<file path="src/hw/rtl/tsbp_pkg.sv">
package tsbp_pkg;

  // Input operation codes.
  localparam logic FUNC_ADD   = 1'b0;
  localparam logic FUNC_FLUSH = 1'b1;

  // Stream constants.
  localparam logic [9:0]  PAD_WORD      = 10'h2aa;
  localparam logic [9:0]  BUNCH_LEN_MAX = 10'd1021;
  localparam logic [3:0]  TRL_ADDR_TAG  = 4'ha;        // 0xa0 over address bits 11:8
  localparam logic [5:0]  TRL_CNT_TAG   = 6'b101010;   // 0xa8 over count bits 9:8
  localparam logic [7:0]  TRL_TOP_TAG   = 8'haa;

  // Width of one packed result word and the number of results one beat can cause.
  localparam int unsigned WORD_W  = 40;
  localparam int unsigned MAX_RES = 3;

  typedef enum logic [1:0] {
    ERR_NONE     = 2'd0,
    ERR_DUP_TIME = 2'd1,
    ERR_RANGE    = 2'd2
  } err_code_t;

  // All results caused by one input beat, in output order.
  typedef struct packed {
    logic [1:0]                      num;
    err_code_t                       err;
    logic [MAX_RES-1:0]              trl;
    logic [MAX_RES-1:0][WORD_W-1:0]  word;
  } res_bundle_t;

endpackage

</file>
<file path="src/hw/rtl/tsbp_pack.sv">
module tsbp_pack
  import tsbp_pkg::*;
(
  input  logic        clk,
  input  logic        rst_n,
  input  logic        in_valid,
  output logic        in_ready,
  input  logic        in_func,
  input  logic [15:0] in_sample,
  input  logic [9:0]  in_time_bin,
  input  logic [11:0] in_chan_addr,
  output logic        bndl_valid,
  input  logic        bndl_ready,
  output res_bundle_t bndl
);

  typedef enum logic [1:0] {
    ORD_UNKNOWN = 2'd0,
    ORD_ASC     = 2'd1,
    ORD_DESC    = 2'd2
  } order_t;

  // Input register.
  logic        valid_r;
  logic        func_r;
  logic [15:0] sample_r;
  logic [9:0]  time_r;
  logic [11:0] addr_r;

  // Packer state.
  logic            chan_open_r, chan_open_nxt;
  logic [11:0]     open_addr_r, open_addr_nxt;
  logic            prev_valid_r, prev_valid_nxt;
  logic [9:0]      prev_time_r, prev_time_nxt;
  order_t          order_r, order_nxt;
  logic [9:0]      bunch_len_r, bunch_len_nxt;
  logic [2:0][9:0] part_r, part_nxt;
  logic [1:0]      part_cnt_r, part_cnt_nxt;
  logic [9:0]      word_cnt_r, word_cnt_nxt;

  logic            fire;
  logic            is_flush, closing, pv, dup, asc, desc, cont, close_b, over, push_s, samp_in;
  err_code_t       err;
  logic [2:0][9:0] nw;
  logic [1:0]      nn;
  logic [2:0]      total;
  logic [5:0][9:0] slot;
  logic            has_a, has_p;
  logic [1:0]      rest_cnt;
  logic [2:0][9:0] rest;
  logic [3:0][9:0] pad_w;
  logic [9:0]      cnt_close;
  logic [39:0]     trl_w;
  logic [9:0]      bl_base;

  // A beat leaves the input register when its results fit, or when it has none.
  assign fire     = valid_r && (bndl_ready || (bndl.num == 2'd0));
  assign in_ready = !valid_r || fire;

  // Decode of the registered beat against the current state.
  always_comb begin
    is_flush = (func_r == FUNC_FLUSH);
    closing  = chan_open_r && (is_flush || (addr_r != open_addr_r));
    pv       = prev_valid_r && !closing && !is_flush;
    dup      = pv && (prev_time_r == time_r);
    asc      = (({1'b0, prev_time_r} + 11'd1) == {1'b0, time_r});
    desc     = ({1'b0, prev_time_r} == ({1'b0, time_r} + 11'd1));
    order_nxt = order_r;
    if (pv && !dup && (order_r == ORD_UNKNOWN)) begin
      if (asc) begin
        order_nxt = ORD_ASC;
      end else if (desc) begin
        order_nxt = ORD_DESC;
      end
    end
    cont    = ((order_nxt == ORD_ASC) && asc) || ((order_nxt == ORD_DESC) && desc);
    close_b = (bunch_len_r != 10'd0) && (closing || (pv && !dup && !cont));
    over    = (sample_r[15:10] != 6'd0);
    push_s  = !is_flush && !dup && !over;
    samp_in = push_s && !closing;
    if (is_flush) begin
      err = ERR_NONE;
    end else if (dup) begin
      err = ERR_DUP_TIME;
    end else if (over) begin
      err = ERR_RANGE;
    end else begin
      err = ERR_NONE;
    end
  end

  // New 10-bit words entering the stream: bunch close words, then the sample.
  always_comb begin
    if (close_b) begin
      nw[0] = prev_time_r;
      nw[1] = bunch_len_r + 10'd2;
      nw[2] = sample_r[9:0];
      nn    = samp_in ? 2'd3 : 2'd2;
    end else begin
      nw[0] = sample_r[9:0];
      nw[1] = 10'd0;
      nw[2] = 10'd0;
      nn    = samp_in ? 2'd1 : 2'd0;
    end
    total = {1'b0, part_cnt_r} + {1'b0, nn};
  end

  // Line up the held partial words with the new ones.
  always_comb begin
    logic [2:0] ni;
    ni = 3'd0;
    for (int i = 0; i < 6; i++) begin
      ni = 3'(i) - {1'b0, part_cnt_r};
      if (3'(i) < {1'b0, part_cnt_r}) begin
        slot[i] = part_r[i[1:0]];
      end else if (ni < 3'd3) begin
        slot[i] = nw[ni[1:0]];
      end else begin
        slot[i] = 10'd0;
      end
    end
  end

  // Full word, remainder and padded word.
  always_comb begin
    has_a    = (total >= 3'd4);
    rest_cnt = has_a ? 2'(total - 3'd4) : total[1:0];
    for (int j = 0; j < 2; j++) begin
      rest[j] = has_a ? slot[4 + j] : slot[j];
    end
    rest[2] = has_a ? 10'd0 : slot[2];
    for (int j = 0; j < 3; j++) begin
      pad_w[j] = (2'(j) < rest_cnt) ? rest[j] : PAD_WORD;
    end
    pad_w[3] = PAD_WORD;
    has_p    = closing && (rest_cnt != 2'd0);
    cnt_close = word_cnt_r + (close_b ? 10'd2 : 10'd0);
    trl_w    = {TRL_TOP_TAG, TRL_CNT_TAG, cnt_close[9:8], cnt_close[7:0],
                TRL_ADDR_TAG, open_addr_r[11:8], open_addr_r[7:0]};
  end

  // Gather the results of this beat in order.
  always_comb begin
    logic [1:0] idx;
    idx  = 2'd0;
    bndl = '0;
    bndl.err = err;
    if (has_a) begin
      bndl.word[idx] = slot[3:0];
      idx = idx + 2'd1;
    end
    if (has_p) begin
      bndl.word[idx] = pad_w;
      idx = idx + 2'd1;
    end
    if (closing) begin
      bndl.word[idx] = trl_w;
      bndl.trl[idx]  = 1'b1;
      idx = idx + 2'd1;
    end
    if ((idx == 2'd0) && (err != ERR_NONE)) begin
      idx = 2'd1;
    end
    bndl.num = idx;
  end

  assign bndl_valid = valid_r && (bndl.num != 2'd0);

  // Next state.
  always_comb begin
    if (closing) begin
      part_nxt     = {20'd0, sample_r[9:0]};
      part_cnt_nxt = push_s ? 2'd1 : 2'd0;
      word_cnt_nxt = push_s ? 10'd1 : 10'd0;
    end else begin
      part_nxt     = rest;
      part_cnt_nxt = rest_cnt;
      word_cnt_nxt = word_cnt_r + 10'(nn);
    end
    bl_base       = close_b ? 10'd0 : bunch_len_r;
    bunch_len_nxt = (push_s && (bl_base < BUNCH_LEN_MAX)) ? bl_base + 10'd1 : bl_base;
    chan_open_nxt  = !is_flush;
    open_addr_nxt  = is_flush ? open_addr_r : addr_r;
    prev_valid_nxt = !is_flush || (prev_valid_r && !closing);
    prev_time_nxt  = is_flush ? prev_time_r : time_r;
  end

  // Input register and state.
  always_ff @(posedge clk) begin
    if (!rst_n) begin
      valid_r      <= 1'b0;
      chan_open_r  <= 1'b0;
      open_addr_r  <= 12'd0;
      prev_valid_r <= 1'b0;
      prev_time_r  <= 10'd0;
      order_r      <= ORD_UNKNOWN;
      bunch_len_r  <= 10'd0;
      part_r       <= '0;
      part_cnt_r   <= 2'd0;
      word_cnt_r   <= 10'd0;
    end else begin
      if (in_ready) begin
        valid_r <= in_valid;
      end
      if (fire) begin
        chan_open_r  <= chan_open_nxt;
        open_addr_r  <= open_addr_nxt;
        prev_valid_r <= prev_valid_nxt;
        prev_time_r  <= prev_time_nxt;
        order_r      <= order_nxt;
        bunch_len_r  <= bunch_len_nxt;
        part_r       <= part_nxt;
        part_cnt_r   <= part_cnt_nxt;
        word_cnt_r   <= word_cnt_nxt;
      end
    end
  end

  // Input payload register.
  always_ff @(posedge clk) begin
    if (in_ready && in_valid) begin
      func_r   <= in_func;
      sample_r <= in_sample;
      time_r   <= in_time_bin;
      addr_r   <= in_chan_addr;
    end
  end

endmodule

</file>
<file path="src/hw/rtl/tsbp_outq.sv">
module tsbp_outq
  import tsbp_pkg::*;
#(
  parameter int unsigned DEPTH = 4
) (
  input  logic        clk,
  input  logic        rst_n,
  input  logic        push_valid,
  output logic        push_ready,
  input  res_bundle_t push_data,
  output logic        out_valid,
  input  logic        out_ready,
  output logic [39:0] out_packed_word,
  output logic        out_is_trailer,
  output logic        out_is_last,
  output logic [1:0]  out_error_code
);

  localparam int unsigned PW = (DEPTH > 1) ? $clog2(DEPTH) : 1;
  localparam int unsigned CW = $clog2(DEPTH + 1);

  res_bundle_t   mem [DEPTH];
  logic [PW-1:0] wr_ptr_r, rd_ptr_r;
  logic [CW-1:0] cnt_r;
  logic [1:0]    sub_r;
  res_bundle_t   head;
  logic          push, pop, beat;

  assign head       = mem[rd_ptr_r];
  assign push_ready = (cnt_r != CW'(DEPTH));
  assign push       = push_valid && push_ready;
  assign out_valid  = (cnt_r != '0);
  assign out_is_last     = (sub_r == (head.num - 2'd1));
  assign out_packed_word = head.word[sub_r];
  assign out_is_trailer  = head.trl[sub_r];
  assign out_error_code  = out_is_last ? head.err : ERR_NONE;
  assign beat = out_valid && out_ready;
  assign pop  = beat && out_is_last;

  // Bundle storage.
  always_ff @(posedge clk) begin
    if (push) begin
      mem[wr_ptr_r] <= push_data;
    end
  end

  // Pointers, fill count and position inside the head bundle.
  always_ff @(posedge clk) begin
    if (!rst_n) begin
      wr_ptr_r <= '0;
      rd_ptr_r <= '0;
      cnt_r    <= '0;
      sub_r    <= 2'd0;
    end else begin
      if (push) begin
        wr_ptr_r <= (wr_ptr_r == PW'(DEPTH - 1)) ? '0 : wr_ptr_r + PW'(1);
      end
      if (pop) begin
        rd_ptr_r <= (rd_ptr_r == PW'(DEPTH - 1)) ? '0 : rd_ptr_r + PW'(1);
      end
      if (push && !pop) begin
        cnt_r <= cnt_r + CW'(1);
      end else if (pop && !push) begin
        cnt_r <= cnt_r - CW'(1);
      end
      if (beat) begin
        sub_r <= out_is_last ? 2'd0 : sub_r + 2'd1;
      end
    end
  end

endmodule

</file>
<file path="src/hw/rtl/tenbit_sample_bunch_packer.sv">
// Packs (sample, time bin, channel address) beats into 40-bit words holding
// four 10-bit words each, first word in bits 9:0.
// Input channel: in_valid/in_ready with in_func (add sample or flush),
// in_sample, in_time_bin and in_chan_addr. Output channel: out_valid/out_ready
// with out_packed_word, out_is_trailer, out_is_last and out_error_code.
// One input beat causes zero to three result beats; out_is_last marks the
// last of them, and only that beat carries the error code.
// The first result of a beat is offered once the beat has passed the input
// register and been written into the result queue.
// Throughput: one input beat per cycle while the result queue has room. All
// packing for a beat is combinational between the input register and the
// result queue, so the rate is set by the output side: at most one result
// beat leaves per cycle, and the queue of DEPTH bundles absorbs channel-close
// bursts of up to three. When the receiver stalls, the queue fills and
// in_ready drops once it is full; beats that cause no result still pass.
// Reset (synchronous, active low) empties the queue and clears all packing
// state: no channel open, no partial words, bunch direction unknown.
module tenbit_sample_bunch_packer
  import tsbp_pkg::*;
#(
  parameter int unsigned DEPTH = 4
) (
  input  logic        clk,
  input  logic        rst_n,
  input  logic        in_valid,
  output logic        in_ready,
  input  logic        in_func,
  input  logic [15:0] in_sample,
  input  logic [9:0]  in_time_bin,
  input  logic [11:0] in_chan_addr,
  output logic        out_valid,
  input  logic        out_ready,
  output logic [39:0] out_packed_word,
  output logic        out_is_trailer,
  output logic        out_is_last,
  output logic [1:0]  out_error_code
);

  logic        bndl_valid;
  logic        bndl_ready;
  res_bundle_t bndl;

  // Packing logic and state.
  tsbp_pack u_pack (
    .clk          (clk),
    .rst_n        (rst_n),
    .in_valid     (in_valid),
    .in_ready     (in_ready),
    .in_func      (in_func),
    .in_sample    (in_sample),
    .in_time_bin  (in_time_bin),
    .in_chan_addr (in_chan_addr),
    .bndl_valid   (bndl_valid),
    .bndl_ready   (bndl_ready),
    .bndl         (bndl)
  );

  // Result queue, one bundle per input beat that causes results.
  tsbp_outq #(
    .DEPTH (DEPTH)
  ) u_outq (
    .clk             (clk),
    .rst_n           (rst_n),
    .push_valid      (bndl_valid),
    .push_ready      (bndl_ready),
    .push_data       (bndl),
    .out_valid       (out_valid),
    .out_ready       (out_ready),
    .out_packed_word (out_packed_word),
    .out_is_trailer  (out_is_trailer),
    .out_is_last     (out_is_last),
    .out_error_code  (out_error_code)
  );

endmodule

</file>
<file path="config.mk">
export PLATFORM = sky130hd
export DESIGN_NAME = tenbit_sample_bunch_packer
export DESIGN_NICKNAME = d
export VERILOG_FILES = /design/src/hw/rtl/tsbp_pkg.sv /design/src/hw/rtl/tsbp_pack.sv /design/src/hw/rtl/tsbp_outq.sv /design/src/hw/rtl/tenbit_sample_bunch_packer.sv
export SDC_FILE = /design/constraint.sdc
export NUM_CORES = 1
export LEC_CHECK = 0
export ABC_AREA = 1
export ABC_CLOCK_PERIOD_IN_PS = 20500
export BUFFER_PORTS_ARGS = -buffer_cell sky130_fd_sc_hd__buf_2
export CELL_PAD_IN_SITES_DETAIL_PLACEMENT = 1
export CELL_PAD_IN_SITES_GLOBAL_PLACEMENT = 2
export CORE_MARGIN = 10
export CORE_UTILIZATION = 43
export CTS_CLUSTER_DIAMETER = 30
export DETAILED_ROUTE_END_ITERATION = 8
export PLACE_DENSITY_LB_ADDON = 0.1
export SYNTH_ARGS = -nofsm -noshare
export SYNTH_HDL_FRONTEND = slang
export SYNTH_SLANG_ARGS = --single-unit
</file>
<file path="constraint.sdc">
create_clock -name clk -period 20.5 [get_ports clk]
set_input_delay 1.025 -clock clk [delete_from_list [all_inputs] [get_ports clk]]
set_output_delay 1.025 -clock clk [all_outputs]
set_load 0.05 [all_outputs]
</file>
# ---- After elaboration in Yosys (flattened, before gate mapping)
# Memory sizes are Yosys's and may differ from the RTL's. A register that Yosys moved wholly into a read port is not among the register bits.
# Cells that the tools add are included.
dict set report totals {
  mem_bits_rw 508
  in_bits 43
  regBits 127
  out_inout_bits 46
  wordCells 209
  memories 1
}
dict set report classes {
  magnitude_cmp 27
  bitwise_logic 1
  mux 77
  n_eq_ne 10
  addsub 22
  n_reduce_logical 51
}
# memory words width rd rd_clocked_by_memory_dff wr line
set mem_list {}
lappend mem_list {u_outq.mem 4 127 1 1 1 tsbp_outq.sv:22} ;# res_bundle_t mem [DEPTH];
# cell n
set ops {}
lappend ops {{$mux 10} 26}
lappend ops {{$bwmux 120} 2}
lappend ops {{$demux 40 s2} 2}
lappend ops {{$mux 40} 4}
lappend ops {{$mux 123} 1}
lappend ops {{$bmux 10 s2} 6}
lappend ops {{$mux 120} 1}
lappend ops {{$bmux 40 s2} 1}
lappend ops {{$mux 30} 2}
lappend ops {{$mux 2} 19}
lappend ops {{$logic_and 1x1->1} 26}
lappend ops {{$lt 2x3->1 const B} 8}
lappend ops {{$add 10x1->11 const B} 2}
lappend ops {{$lt 3x2->1 const B} 6}
lappend ops {{$ne 12x12->1} 1}
lappend ops {{$eq 10x11->1} 1}
lappend ops {{$eq 11x10->1} 1}
lappend ops {{$add 10x1->10 const B} 1}
lappend ops {{$add 10x10->10} 1}
lappend ops {{$add 10x2->10} 1}
lappend ops {{$add 10x2->10 const B} 1}
lappend ops {{$eq 10x10->1} 1}
lappend ops {{$lt 10x10->1 const B} 1}
lappend ops {{$reduce_bool 10->1} 1}
lappend ops {{other kinds (32)} 72}

# ---- Depth between registers and ports, before layout
# Gate-level depths: netlist (run 1).
dict set report depth {
  depth_word 37
  ltp_mapped 34
  mapped_depth_nobuf 31
}

# ---- Hierarchy
# From an unflattened synthesis (run 1), not the netlist that was laid out.
dict set report hier_totals {
  cells_unflattened 2800
  area_unflattened_um2 28853.9
}
# mod area_per_inst_um2 instances cells_each seq_area_each_um2
set modules_own_cells {}
lappend modules_own_cells {tsbp_outq 20233.2 1 1464 15474.8}
lappend modules_own_cells {tsbp_pack 8620.8 1 1336 2752.6}

# ---- Least setup slack after synthesis (run 1)
# No wires, ideal clock.
dict set report synth_path {
  path_kind {reg-to-reg}
  from {register u_pack.time_r[1]}
  to {memory u_outq.mem[0][0] (netlist bit) (enable)}
  setup_ps 560
  path_stages_with_launch 26
  path_buffers 1
  required_ps 19940
  arrival_ps 7800
  synth_period_minus_slack_ps 8360
  slack_ps 12140
  path_cell_list {edfxtp_1 ha_1 inv_1 nand2_1 nand2_1 nor2_1 nand3_1 nor2_1 nand4_1 o221ai_2 nand2_2 nand2_4 inv_2 buf_4 fa_1 o21ai_2 inv_1 ha_1 inv_1 xor2_1 inv_1 nand3b_1 nand2_1 nor2_1 inv_1 nor2_1}
}
dict set report synth_between {
  elab_chain_cells 30
  word_cells_on_any_way 48
  cone_classes {add/sub (5); order compare (1); eq/ne (5); mux (15); reduce/logical (22)}
}
# item line
set synth_lines {}
lappend synth_lines {{start, declared} tsbp_pack.sv:27} ;# logic [9:0] time_r;
lappend synth_lines {{start signal, assigned} tsbp_pack.sv:224} ;# time_r <= in_time_bin;
lappend synth_lines {{branches (longest 24 deep; another with $add 10x1->11)} -}
lappend synth_lines {{$mux 2 *} tsbp_pack.sv:161} ;# if ((idx == 2'd0) && (err != ERR_NONE)) begin
lappend synth_lines {{$reduce_bool 2->1 *} tsbp_pack.sv:167} ;# assign bndl_valid = valid_r && (bndl.num != 2'd0);
lappend synth_lines {{$logic_and 1x1->1 *} tsbp_pack.sv:167}
lappend synth_lines {{$logic_and 1x1->1 *} tsbp_outq.sv:31} ;# assign push = push_valid && push_ready;
lappend synth_lines {{named net u_outq.push} tsbp_outq.sv:27} ;# logic push, pop, beat;
lappend synth_lines {{$mux 1 *} tsbp_outq.sv:42} ;# if (push) begin
lappend synth_lines {{$mux 1 (implied by the code) *} tsbp_outq.sv:43} ;# mem[wr_ptr_r] <= push_data;
lappend synth_lines {{end, declared} tsbp_outq.sv:22}
# Mark *: on every way through the listed nets, which the timed path passes.

# ---- Worst setup path in the final report (run 1)
dict set report layout_path {
  from {register u_pack.time_r[1]}
  to {register u_pack.word_cnt_r[4]}
}
dict set report layout_between {
  elab_chain_cells 28
  word_cells_on_any_way 48
  cone_classes {add/sub (6); order compare (1); eq/ne (5); mux (14); reduce/logical (22)}
}
# item line
set layout_lines {}
lappend layout_lines {{branches (longest 28 deep; another with $add 10x1->11)} -}
lappend layout_lines {{end signal, assigned} tsbp_pack.sv:214} ;# word_cnt_r <= word_cnt_nxt;
lappend layout_lines {{end, declared} tsbp_pack.sv:39} ;# logic [9:0] word_cnt_r, word_cnt_nxt;
# Several ways; the timed one is not identified.
# A chain may end at the register's enable or synchronous reset.

==> results.md, run 1 <==
- Number of fill cells: 6070
- Leakage: 10.8 nW
- CP endpoint: u_pack.word_cnt_r[4]
- R2r startpoint: u_pack.time_r[1]
- Crit path capture type: flip-flop
- Die Y: between 200 and 300 um
- All-Layer GR Usage: about a quarter
- Seq pwr share: between 30% and 40%
- Detailed Route Iter0 Violations: 1317
- Final Cycle Share: a little over a third
- Fmax: 139 MHz
- Setup repair bufs after CTS: 0
- Pre-antenna DRT Iters: 4
- Final hold violations: 0
- Sw Share: 26.6%
- CTS H-tree lvls: 3
- CTS root buf: clkbuf_16
- Worst Setup Start Kind: flip-flop
- Initial Util: 43.6%
- Post-route minimum period: 7200 ps
- Busiest grt layer: met2
- Clock Sinks: roughly 530
- Post-CTS Resized: 0
- Setup slack at placement: 13430 ps
- CTS tree: done
- Pwr Total: 3.48 mW
- Hold WS: 460 ps
- WS Path Type: flip-flop to flip-flop
- Detailed Route WL: 78100 um
- RSZ-0062 raised after global routing: no
- Post-Synthesis Cells: 2494
- M1 GR Usage: 30.4%
- Io pins: 89
- Final core utilization: 52.9%
- Worst path arrival time: 7780 ps
- Reg2reg path depth: 29
- Antenna violations before repair: 0
- Chip width: 257 um
- R2R setup slack: ~13000 ps
- Avg WL per Cell: 22.7 um
- Pins Over Slew Limit: 0
- Post-synthesis sequential area ratio: between 60% and 70%
- Vias in the first global route: 19.9k
- First-pass GRT wire length: 119000 um
- I/O Buffers: 88
- Async S/R FF share, synth: 0%
- Number of distinct library cells after synthesis: 47
- Peak VDD IR: ~0.075 mV
- Synthesized flop and latch total: 529
- Share of total power in combinational logic: 10.8%
- Slew headroom: 18.4%
- Routing usage on met3: 4.07%
- Syn. warnings: 0
- Worst Skew: 47.0 ps
- Setup_tns: 0 ps
- Vias/cell: 5.54
- Syn Std Cell Area: 24100 um^2
- Post-synth EDFFs: between 400 and 500
- Rows: between 80 and 90
- HPWL reported at the end of detailed placement: approximately 50000 um
- Maxcap violations: 0
- WP data required: 21080 ps
- PnR worst setup slack: 13300 ps
- Via count: 19.1k
- Post-route DRC: 0
- CP max stage cell: fa_1
- Syn avg cell area: 9.67 um^2
- Ys flop type: edfxtp_1
- Layout cell share with drive strength beyond 1: 13.6%
- Ant. Diodes: 0
- Largest net degree at the start of global routing: 115
- Cell count after placement: between 3k and 4k
- Clock-pin transition on the worst setup and hold timing paths: 50 ps
- Fin cells: 3444
- Reg-to-Reg End: u_pack.word_cnt_r[4]
- ANT nets after route: 0
- Switching Power: 0.926 mW
- Worst slew pin tran: 1220 ps
- Nets: 2662
- Core area: 55300 um^2
- Critical Path Source: u_pack.time_r[1]
- Clock power frac: between 50% and 60%
- Min-Delay Path Class: flip-flop to flip-flop
- Number of buffers created by CTS: approximately 110
- Cts hold-fix bufs: 0
- Placed cell area: 25200 um^2
- Result of the run: completed
- Cell-internal power: 2.55 mW
- Routability Congestion: between 0.8 and 0.9
- Area Overhead vs Synth: 21.3%
- Pwr dens: 119 nW/um^2
- Worst Path Max Fanout: 48
- GR met2 Demand/Resource: 38.8%
- Setup violators final: 0
- Global route total overflow: 0
- Clk_lat worst skew: between 600 and 700 ps
- Final instance area: just under 30000 um^2
- Max Root-Sink Buffers: 3
- CP peak stage delay: 650 ps
- DIE AREA: 65900 um^2
-- power groups by stage --
stage,combinational [mW],clock [mW],sequential [mW]
floorplan,0.265,0,1.22
global placement,0.370,0,1.23
detailed placement,0.378,0,1.23
CTS,0.381,1.92,1.21
global route,0.408,1.98,1.21
finish,0.377,1.89,1.21
-- worst min-delay path by stage --
| stage | from | endpoint | slack (ps) | depth (start not counted) |
|---|---|---|---|---|
| floorplan | u_pack.part_r[29] | u_pack.part_r[29] | 440 | 2 |
| global placement | u_pack.part_r[12] | u_pack.part_r[12] | 450 | 2 |
| detailed placement | u_pack.part_r[20] | u_pack.part_r[20] | 450 | 2 |
| CTS | u_pack.part_r[20] | u_pack.part_r[20] | 460 | 2 |
| global route | u_pack.part_r[24] | u_pack.part_r[24] | 480 | 2 |
| finish | u_pack.part_r[20] | u_pack.part_r[20] | 460 | 2 |
-- cell type report --
class / instances / area, um^2 / share of cell area [%]
Multi-Input combinational cell: 1674 / 8020 / 27.4
Clock inverter: 80 / 1040 / 3.56
Tap cell: 748 / 936 / 3.20
Sequential cell: 529 / 15000 / 51.3
Timing Repair Buffer: 116 / 651 / 2.22
Clock buffer: 135 / 2990 / 10.2
Inverter: 162 / 614 / 2.10
-- cell usage after synthesis, drive strengths merged (2+ instances only) --
| cell | n | area share, % |
|---|---|---|
| nand2 | 501 | 7.9 |
| edfxtp | 439 | 55 |
| nor2 | 330 | 5.2 |
| o21ai | 296 | 6.2 |
| nand3 | 193 | 4.0 |
| inv | 159 | 2.5 |
| o22ai | 108 | 2.8 |
| clkbuf | 106 | 1.7 |
| a21oi | 103 | 2.1 |
| dfxtp | 90 | 7.5 |
| buf | 30 | 0.71 |
| ha | 20 | 1.0 |
| xor2 | 18 | 0.65 |
| nor3 | 16 | 0.40 |
| or2 | 16 | 0.42 |
| nand4 | 12 | 0.31 |
| a31oi | 10 | 0.26 |
| o211ai | 10 | 0.31 |
| xnor2 | 8 | 0.29 |
| a22o | 4 | 0.15 |
| nor3b | 4 | 0.15 |
| a211oi | 3 | 0.093 |
| clkinv | 3 | 0.052 |
| fa | 3 | 0.25 |
| nand3b | 3 | 0.093 |
| a32o | 2 | 0.083 |
-- registers in the layout (all words and copies together) (netlist names), 3 cells and up, named ones only --
name	count
u_pack.addr_r	12
u_outq.cnt_r	3
u_pack.time_r	10
u_pack.part_r	30
u_outq.mem	400
u_pack.sample_r	16
u_pack.open_addr_r	12
u_pack.word_cnt_r	10
u_pack.bunch_len_r	10
u_pack.prev_time_r	10
-- logic make-up after synthesis --
group,after synthesis,share of synthesized area (%)
fa+ha+maj,23,1.29
simple gates,1078,18.6
xor+xnor,26,0.945
flops,529,62.2
compound gates,539,12.1
other cells,1,0.0156
buf+inv,298,4.89
-- worst max-delay path: cells and delay by family (launching register included) --
kind	cells	cell delay, ps
buf+inv	8	2040
xor+xnor	1	160
fa+ha+maj	3	1190
flops	1	480
compound gates	5	880
simple gates	12	2300
-- layer usage --
layer	vias to the layer above	wire length [um]
li1	8919	-
met1	9585	34400
met2	457	38100
met3	125	3780
met4	0	1870
met5	-	0
-- cell usage in the layout (no fill, tap or decap), drive strengths merged, types with 4 or more instances in the layout --
cell type,instances
nand2,501
clkinvlp,17
or2,16
xor2,18
dfxtp,90
a21oi,103
buf,116
nor2,330
nor3b,4
xnor2,8
o21ai,296
nand3,193
conb,8
nor3,16
nand4,12
a31oi,10
clkinv,38
o22ai,108
edfxtp,439
o211ai,10
a22o,4
bufinv,19
inv,168
clkbuf,135
ha,20
(Power assumes the default switching activity.)
==> run 2: changes to the inputs <==
Settings changed: ABC_CLOCK_PERIOD_IN_PS 20500 to 7100, CORE_UTILIZATION 43 to 40.
Clock period 20.5 ns to 7.1 ns, I/O delays scaled along.
==> results.md, run 2 (synthesis results as in run 1) <==
- CTS root buf: clkbuf_16
- Worst Path Max Fanout: 34
- Setup violators final: 0
- Critical Path Source: u_pack.time_r[1]
- Hold WS: 182 ps
- Avg WL per Cell: 22.6 um
- Detailed Route WL: approximately 80000 um
- Area Overhead vs Synth: 24.8%
- Reg2reg path depth: 28
- Final Cycle Share: between 80 and 90%
- Via count: 19.2k
- Antenna violations before repair: 1
- Io pins: between 80 and 90
- Clock-pin transition on the worst setup and hold timing paths: 50 ps
- Most common cell after layout, fill and taps aside: nand2_1
- Post-route DRC: 0
- Result of the run: completed
- ANT nets after route: 0
- Worst Hold Depth: 4
- RSZ-0062 raised after global routing: no
- Leakage: 11.2 nW
- Min-Delay Path Class: input port to flip-flop
- Worst Setup Start Kind: flip-flop
- Pwr Total: 10.3 mW
- Pins Over Slew Limit: 0
- Max Root-Sink Buffers: 3
- R2R setup slack: 1000 ps
- Layout cell share with drive strength beyond 1: 13.9%
- Worst Skew: 28.4 ps
- Chip width: 266 um
- All-Layer GR Usage: 22.5%
- Maxcap violations: 0
- Die Y: 266 um
- Top reg by flops: u_outq.mem
- CTS H-tree lvls: 3
- Worst slew pin tran: 1110 ps
- DIE AREA: 70500 um^2
- Pre-antenna DRT Iters: 5
- Final core utilization: 50.7%
- HP Start: out_ready
- Nets: approximately 2.7k
- Rows: 89
- Commonest cells after routing, fill and taps aside: nand2_1, edfxtp_1, nor2_1
- Slew headroom: around a quarter
- Met1 wire length: 35700 um
- Global route total overflow: 0
- Routability Congestion: ~0.87
- Cell count after placement: roughly 3.3k
- Final hold violations: 0
- Vias in the first global route: 20.4k
- Fin cells: around 3.5k
- Setup_tns: 0 ps
- Fmax: 164 MHz
- Post-CTS Resized: 0
- Reg-to-Reg End: u_pack.word_cnt_r[4]
- Routed wl met2: 38500 um
- Peak VDD IR: about 0.2 mV
- WP data required: roughly 7700 ps
- Pwr dens: 344 nW/um^2
- Clock Sinks: 529
- I/O Buffers: 88
- Vias/cell: 5.45
- WS Path Type: flip-flop to flip-flop
- HPWL reported at the end of detailed placement: 51000 um
- R2r startpoint: u_pack.time_r[1]
- CP peak stage delay: 570 ps
- Initial Util: between 40% and 50%
- Largest registers: u_outq.mem: 400 flops, u_pack.part_r: 30 flops, u_pack.sample_r: 16 flops
- Metal3 WL: about 3400 um
- Largest net degree at the start of global routing: 83
- CTS tree: done
- Highest Signal Layer: met4
- Clk_lat worst skew: 670 ps
- Hold endpoint: u_outq.sub_r[0]
- Core area: 59400 um^2
- Worst path arrival time: ~6700 ps
- Crit path capture type: flip-flop
- Setup repair bufs after CTS: 0
- First-pass GRT wire length: 122000 um
- CP max stage cell: fa_1
- Detailed Route Iter0 Violations: 1224
- Number of buffers created by CTS: 117
- Max reg flops: 400
- Ant. Diodes: 0
- Post-route minimum period: 6100 ps
-- run 2: cell count changes in the layout (fill, tap and decap cells not counted), moves of 5 or more --
cell	change
buf_12	+9
bufinv_16	+5
clkbuf_1	-8
clkinv_1	+11
clkinv_2	+5
clkinvlp_4	-8
dlygate4sd3_1	+40
-- run 2: repair_timing --
item	CTS	global route
endpoints found under the setup margin	0	0
endpoints found under the hold margin	40	0
hold buffers	40	0
-- run 2: through the flow --
stage	worst slack (ps)	instance area (um^2)
4_1_cts	978	30100
5_1_grt	314	30100
2_1_floorplan	-1260	24100
3_3_place_gp	1090	25400
6_report	998	30100
3_5_place_dp	1020	25400
-- run 2: area by class of cell --
type / count / area, um^2
fillers: 6509 / 29300
repair buffers: 168 / 1250
multi-input cells: 1674 / 8020
inverters: 162 / 614
flip-flops and latches: 529 / 15000
well taps: 773 / 967
clock inverters: 94 / 1210
clock buffers: 128 / 3020
-- run 2: power breakdown --
part           switching (mW)  leakage [nW]  total (mW)  internal [mW]
Clock                    1.80          2.04        5.74           3.94
Combinational           0.847          4.36        1.11          0.266
Sequential             0.0560          4.76        3.48           3.43
-- run 2: metal layers --
| metal | GRT usage, % | up-vias |
|---|---|---|
| met5 | 0 | - |
| met4 | 8.25 | 0 |
| met3 | 3.23 | 105 |
| met2 | 37.8 | 433 |
| met1 | 29.3 | 9668 |
| li1 | - | 9027 |
-- run 2: worst max path at each step --
stage / to / slack, ps / cells past startpoint
floorplan: u_outq.mem[0][0] / -1260 / 25
global placement: u_outq.mem[1][102] / 1090 / 25
detailed placement: u_pack.word_cnt_r[4] / 1020 / 27
CTS: u_pack.word_cnt_r[4] / 980 / 28
global route: u_pack.word_cnt_r[4] / 310 / 28
finish: u_pack.word_cnt_r[4] / 1000 / 28
-- run 2: critical path: cells and delay by family, from the launching register on --
family	cells	cell delay [ps]
and+or+nand+nor	13	2420
adders and majority gates	3	1210
xor gates and xnor gates	1	150
AOI/OAI and AO/OA	4	770
DFF	1	460
buffers and inverters	7	970
